--- config.mk ---
export PLATFORM = sky130hd
export DESIGN_NAME = radius2_cellular_automaton_raster
export DESIGN_NICKNAME = d
export VERILOG_FILES = /design/src/hdl/car2_pkg.sv /design/src/hdl/radius2_cellular_automaton_raster.sv
export SDC_FILE = /design/constraint.sdc
export NUM_CORES = 1
export LEC_CHECK = 0
export ABC_AREA = 1
export BUFFER_PORTS_ARGS = -buffer_cell sky130_fd_sc_hd__clkbuf_2
export CORE_MARGIN = 2
export CORE_UTILIZATION = 25
export DETAILED_ROUTE_END_ITERATION = 16
export GPL_TIMING_DRIVEN = 1
export HOLD_SLACK_MARGIN = 0.02
export PLACE_DENSITY_LB_ADDON = 0.15
export SLEW_MARGIN = 20
export SYNTH_ARGS = -nofsm -noshare
export SYNTH_HDL_FRONTEND = slang
export SYNTH_SLANG_ARGS = --single-unit
--- constraint.sdc ---
create_clock -name clk_i -period 5.6 [get_ports clk_i]
set_input_delay 0.56 -clock clk_i [delete_from_list [all_inputs] [get_ports clk_i]]
set_output_delay 0.56 -clock clk_i [all_outputs]
set_load 0.005 [all_outputs]
--- src/hdl/car2_pkg.sv ---
// Shared widths, register indexes and reset constants for the radius-2 automaton raster.
package car2_pkg;

  localparam int unsigned COL_W       = 6;
  localparam int unsigned GEN_W       = 5;
  localparam int unsigned RULE_W      = 32;
  localparam int unsigned NB_W        = 5;
  localparam int unsigned CFG_ADDR_W  = 1;
  localparam int unsigned CFG_DATA_W  = 32;

  localparam logic [GEN_W-1:0] GEN_COUNT_RESET = 5'd5;
  localparam logic [RULE_W-1:0] RULE_RESET     = 32'd0;

  typedef enum logic [CFG_ADDR_W-1:0] {
    REG_RULE_WORD  = 1'b0,
    REG_GEN_COUNT  = 1'b1
  } cfg_reg_e;

endpackage

--- src/hdl/radius2_cellular_automaton_raster.sv ---
// Radius-2 cellular automaton image generator, one cell per request in raster order.
//
// Input channel (in_valid_i/in_ready_o, restart_i): each request yields exactly one
// cell. restart_i set reloads the seed row before the cell is produced.
// Output channel (out_valid_o/out_ready_i): cell value, column, generation and the
// end-of-row and end-of-image flags of the produced cell.
// Configuration: cfg_we_i writes cfg_wdata_i into the register at cfg_addr_i
// (0: rule word, 1: generation count) in the same cycle; write only while idle.
// A result shows in the output register in the cycle after its request is taken.
// Throughput: one cell per cycle while the output is not stalled; the next-row
// update and rule lookup are combinational, between the row and output registers.
// Stall: while the output register holds a result that is not taken, in_ready_o
// drops and the pending result holds; in_ready_o returns in the cycle it is taken.
// Reset: rule word 0, generation count 5, seed row with its live cell at the
// center, counters at zero, output register empty. No clearing pass is needed.
module radius2_cellular_automaton_raster #(
  parameter int unsigned MAX_GENERATIONS = 31
) (
  input  logic                            clk_i,
  input  logic                            rst_ni,
  input  logic                            cfg_we_i,
  input  logic [car2_pkg::CFG_ADDR_W-1:0] cfg_addr_i,
  input  logic [car2_pkg::CFG_DATA_W-1:0] cfg_wdata_i,
  input  logic                            in_valid_i,
  output logic                            in_ready_o,
  input  logic                            restart_i,
  output logic                            out_valid_o,
  input  logic                            out_ready_i,
  output logic                            cell_value_o,
  output logic [car2_pkg::COL_W-1:0]      column_o,
  output logic [car2_pkg::GEN_W-1:0]      generation_o,
  output logic                            end_of_row_o,
  output logic                            end_of_image_o
);

  localparam int unsigned CELLS_W = 2 * MAX_GENERATIONS + 1;
  localparam int unsigned RESET_G = (MAX_GENERATIONS < 5) ? MAX_GENERATIONS : 5;
  localparam logic [car2_pkg::GEN_W-1:0] MAX_G = car2_pkg::GEN_W'(MAX_GENERATIONS);
  localparam logic [CELLS_W-1:0] SEED_RESET = CELLS_W'(1) << RESET_G;

  // Configuration registers
  logic [car2_pkg::RULE_W-1:0] rule_q;
  logic [car2_pkg::GEN_W-1:0]  gen_count_q;

  always_ff @(posedge clk_i or negedge rst_ni) begin
    if (!rst_ni) begin
      rule_q      <= car2_pkg::RULE_RESET;
      gen_count_q <= car2_pkg::GEN_COUNT_RESET;
    end else if (cfg_we_i) begin
      unique case (car2_pkg::cfg_reg_e'(cfg_addr_i))
        car2_pkg::REG_RULE_WORD: rule_q      <= cfg_wdata_i[car2_pkg::RULE_W-1:0];
        car2_pkg::REG_GEN_COUNT: gen_count_q <= cfg_wdata_i[car2_pkg::GEN_W-1:0];
        default: ;
      endcase
    end
  end

  // Row and counter state
  logic [CELLS_W-1:0]         cur_q, cur_d;
  logic [CELLS_W-1:0]         next_q, next_d;
  logic [car2_pkg::COL_W-1:0] col_q, col_d;
  logic [car2_pkg::GEN_W-1:0] gen_q, gen_d;

  logic                       accept;
  logic [car2_pkg::GEN_W-1:0] g_eff;
  logic [7:0]                 width;
  logic [CELLS_W-1:0]         seed;
  logic [CELLS_W-1:0]         cur_eff, next_eff, next_wr;
  logic [car2_pkg::COL_W-1:0] col_eff;
  logic [car2_pkg::GEN_W-1:0] gen_eff;
  logic [car2_pkg::NB_W-1:0]  nb;
  logic                       cell_bit, new_bit, eor, eoi;

  logic                       out_valid_q;
  logic                       cell_q, eor_q, eoi_q;
  logic [car2_pkg::COL_W-1:0] col_out_q;
  logic [car2_pkg::GEN_W-1:0] gen_out_q;

  assign in_ready_o = !out_valid_q || out_ready_i;
  assign accept     = in_valid_i && in_ready_o;

  assign g_eff = (gen_count_q > MAX_G) ? MAX_G : gen_count_q;
  assign width = {2'b00, g_eff, 1'b1};

  always_comb begin
    seed = '0;
    for (int i = 0; i < CELLS_W; i++) begin
      seed[i] = (car2_pkg::GEN_W'(i) == g_eff) && (i < 32);
    end
  end

  // Restart reloads the seed before this request's cell is formed
  assign cur_eff  = restart_i ? seed : cur_q;
  assign next_eff = restart_i ? '0 : next_q;
  assign col_eff  = restart_i ? '0 : col_q;
  assign gen_eff  = restart_i ? '0 : gen_q;

  always_comb begin
    logic [7:0] pos;
    cell_bit = 1'b0;
    nb       = '0;
    for (int i = 0; i < CELLS_W; i++) begin
      if (car2_pkg::COL_W'(i) == col_eff) begin
        cell_bit = cur_eff[i];
      end
    end
    // Neighbor c-2 lands in the most significant bit; cells past the row read dead
    for (int d = 0; d < 5; d++) begin
      pos = {2'b00, col_eff} + 8'(d) - 8'd2;
      for (int i = 0; i < CELLS_W; i++) begin
        if ((8'(i) == pos) && (8'(i) < width)) begin
          nb[4-d] = cur_eff[i];
        end
      end
    end
  end

  assign new_bit = rule_q[nb];

  always_comb begin
    next_wr = next_eff;
    for (int i = 0; i < CELLS_W; i++) begin
      if ((car2_pkg::COL_W'(i) == col_eff) && (8'(i) < width)) begin
        next_wr[i] = new_bit;
      end
    end
  end

  assign eor = {2'b00, col_eff} >= (width - 8'd1);
  assign eoi = eor && (gen_eff >= g_eff);

  always_comb begin
    cur_d  = cur_eff;
    next_d = next_wr;
    col_d  = col_eff + car2_pkg::COL_W'(1);
    gen_d  = gen_eff;
    if (eoi) begin
      cur_d  = seed;
      next_d = '0;
      col_d  = '0;
      gen_d  = '0;
    end else if (eor) begin
      cur_d  = next_wr;
      next_d = '0;
      col_d  = '0;
      gen_d  = gen_eff + car2_pkg::GEN_W'(1);
    end
  end

  always_ff @(posedge clk_i or negedge rst_ni) begin
    if (!rst_ni) begin
      cur_q  <= SEED_RESET;
      next_q <= '0;
      col_q  <= '0;
      gen_q  <= '0;
    end else if (accept) begin
      cur_q  <= cur_d;
      next_q <= next_d;
      col_q  <= col_d;
      gen_q  <= gen_d;
    end
  end

  // Output register: load on each request, hold while the receiver stalls
  always_ff @(posedge clk_i or negedge rst_ni) begin
    if (!rst_ni) begin
      out_valid_q <= 1'b0;
    end else if (accept) begin
      out_valid_q <= 1'b1;
    end else if (out_ready_i) begin
      out_valid_q <= 1'b0;
    end
  end

  always_ff @(posedge clk_i) begin
    if (accept) begin
      cell_q    <= cell_bit;
      col_out_q <= col_eff;
      gen_out_q <= gen_eff;
      eor_q     <= eor;
      eoi_q     <= eoi;
    end
  end

  assign out_valid_o    = out_valid_q;
  assign cell_value_o   = cell_q;
  assign column_o       = col_out_q;
  assign generation_o   = gen_out_q;
  assign end_of_row_o   = eor_q;
  assign end_of_image_o = eoi_q;

endmodule

==> flow_summary.toml <==
[clock_network]
cts_hold_buf = 0
clockBufferDepth = 2
clk_pin_slew_worst_paths_ns = 0.08
htree_levels = 4
cts.sinks = 189
cts_tree = "done"
cts_made_buffers = 17
cts_root_buf = "clkbuf_16"
clk_latency_ns = 0.51

[final_layout]
fillers = 7950
num_antenna_cells = 0
layout_common_cells = "917 x nand2_1, 676 x buf_4, 434 x inv_1"
final_util_pct = 37.7
drive_gt1_share_pct = 32.1
area_delta_synth_final_pct = 49.8
final_nets = 3940
instances_no_fill = 4852
final_cell_area_um2 = 27400
final_common_cell = "nand2_1"

[timing]
clock.fmax_ghz = 0.140
finalCriticalPeriod_ns = 7.16
finalHoldViolations = 0
finalMaxSlewViolations = 0
setup_viol = 127
skew_ns = 0.0121
setup_slack_ns = -1.56
worst_slew_pin_slew_ns = 0.995
rsz0062_at_grt = "true"
tns_ns = -185.37
slew_headroom_pct = 33.7
fin_crit_sh_pct = 128

[worst_setup_path]
cp_max_fo = 6
timing.rr.start = "col_q[1]"
arrival_ns = 7.56
cpPeakStageDelay_ns = 0.37
critical_path_class = "register to register"
cp-end-kind = "register"
startpoint_type = "register"
cp.required_ns = 6.00
cpMostUsedCell = "nand2_1"
reg2reg_depth = 83
cp_slowest_cell = "dfrtp_1"
r2r-end = "cur_q[1]"
r2r_slack_ns = -1.56

[drt]
via_per_inst = 4.84
postRouteAntennaNets = 0
drcViolationCount = 0
routed_wl_mm = 101
wl_per_cell_um = 20.8
dr.pass1.iters = 5
dr_total_vias = 23500
drt_iter0_markers = 2059

[run]
max-cap-violations = 0

[logic_synthesis]
synthAdderAreaFrac_pct = 1.43
ys_types = 51
synth_compound_area_share_pct = 15.1
synth_edf_count = 14
postSynthAreaPerCell_um2 = 5.72
ys_async_sr_fraction_pct = 92.6
ys_warn_count = 0
ys.flop_type = "dfrtp_1"
synth_nets = 3262
ys_ff_latch = 189
synth_top_family_by_area = "simple AND/OR/NAND/NOR gates"
syn_inst = 3202
synth_simple_gate_area_share_pct = 43.0
synth_xor_area_share_pct = 0.191
seq_area_frac_synth_pct = 26.2
synth.area.mux_share_pct = 1.54
synth.cell_area_um2 = 18300

[status]
status = "complete, but fails checks"
violations = "negative setup slack"

[global_route]
grt_overflow = 0
grtUsageTotal_pct = 26.6
grt_pass1_wl_mm = 148
antenna_found_initial = 0
grt_start_max_net_pins = 84
grt_pass1_vias = 22700

[power]
power.leakage_nw = 13.4
power.density_nw_per_um2 = 318
ir_drop_mv = 0.229

[placement]
placed_area_um2 = 24800
io_buffer_count = 54
hpwlAfterDp_mm = 79.0
dp.cells = 4776
gp_congestion = 0.999
pre_cts_slack_ns = -2.62

[floorplanning]
fp.coreArea_um2 = 72700
start_util_pct = 25.2
rows = 99
die_x_um = 275
die-area_um2 = 75400
die_h_um = 275
ioPinCount = 55

[worst_hold_path]
hp-class = "input port to async pin"
power by group:
| part | total (mW) | leakage [nW] | internal [mW] | switching (mW) |
|---|---|---|---|---|
| sequential | 1.74 | 2.39 | 1.61 | 0.138 |
| clock | 1.40 | 0.309 | 0.757 | 0.640 |
| combinational | 5.57 | 10.7 | 2.14 | 3.43 |
stage by stage:
stage	total power, mW	hold WS [ns]
after CTS	8.22	0.106
after floorplan	3.93	0.264
after global routing	9.20	0.119
after global placement	5.95	0.462
final	8.71	0.0785
after detailed placement	5.94	0.465
flip-flops by register name (all words and copies together), names as in the netlist, 5 cells and up:
signal,count
gen_count_q,5
col_q,6
cur_q,63
generation_o,5
next_q,63
rule_q,32
gen_q,5
column_o,6
per-layer routing:
layer  global-route usage [%]  share of wire, %
met3                     3.09               5.3
met5                        0                 0
met4                     8.78               3.4
met1                     36.9                46
met2                     42.9                45
cell type report:
| class | count | area [µm²] | area share, % |
|---|---|---|---|
| Multi-Input combinational cell | 2419 | 12800 | 46.7 |
| Timing Repair Buffer | 774 | 6140 | 22.4 |
| Sequential cell | 189 | 4800 | 17.5 |
| Inverter | 479 | 1840 | 6.70 |
| Tap cell | 959 | 1200 | 4.37 |
| Clock buffer | 22 | 484 | 1.76 |
| Clock inverter | 10 | 153 | 0.556 |
cells in the mapped netlist (10+ instances only):
master,count,area [µm²]
a21oi_1,169,846
a31oi_1,19,119
buf_2,16,80.1
clkbuf_1,85,319
clkinv_1,10,37.5
dfrtp_1,172,4300
edfxtp_1,14,420
ha_1,21,263
inv_1,449,1690
inv_2,20,75.1
mux2_2,25,282
nand2_1,1064,3990
nand3_1,300,1500
nand4_1,43,269
nor2_1,310,1160
nor2_2,11,68.8
nor3_1,113,566
o211ai_1,12,90.1
o21ai_0,129,646
o21ai_1,64,320
o21bai_1,29,218
o22ai_1,19,119
kinds of logic (layout without fill, tap and decap cells):
kind of cell / Yosys count / count (layout)
compound gates: 488 / 488
fa+ha+maj: 21 / 21
buf+inv: 595 / 1285
mux: 25 / 25
xor+xnor: 4 / 4
flops: 189 / 189
simple gates: 1880 / 1881
critical path: cells and delay by family (launching register included):
kind	cells	cell delay (ns)
buffers and inverters	10	1.06
DFF	1	0.37
adders and majority gates	1	0.17
and+or+nand+nor	68	4.91
AOI/OAI and AO/OA	4	0.47
worst max path at each step:
| stage | start | depth (start not counted) | to | slack (ns) |
|---|---|---|---|---|
| floorplan | restart_i | 83 | next_q[55] | -0.37 |
| global placement | restart_i | 89 | cur_q[32] | -2.66 |
| detailed placement | restart_i | 89 | cur_q[50] | -2.62 |
| CTS | col_q[1] | 88 | cur_q[1] | -1.40 |
| global route | col_q[1] | 91 | cur_q[1] | -2.16 |
| finish | col_q[1] | 83 | cur_q[1] | -1.56 |
repair_timing:
action,CTS,global route
pin swaps,44,79
gates resized for setup,208,204
endpoints found under the setup margin,127,127
buffers inserted,23,12
gates cloned,8,4
Note: power is estimated with default switching activity, not from simulation.
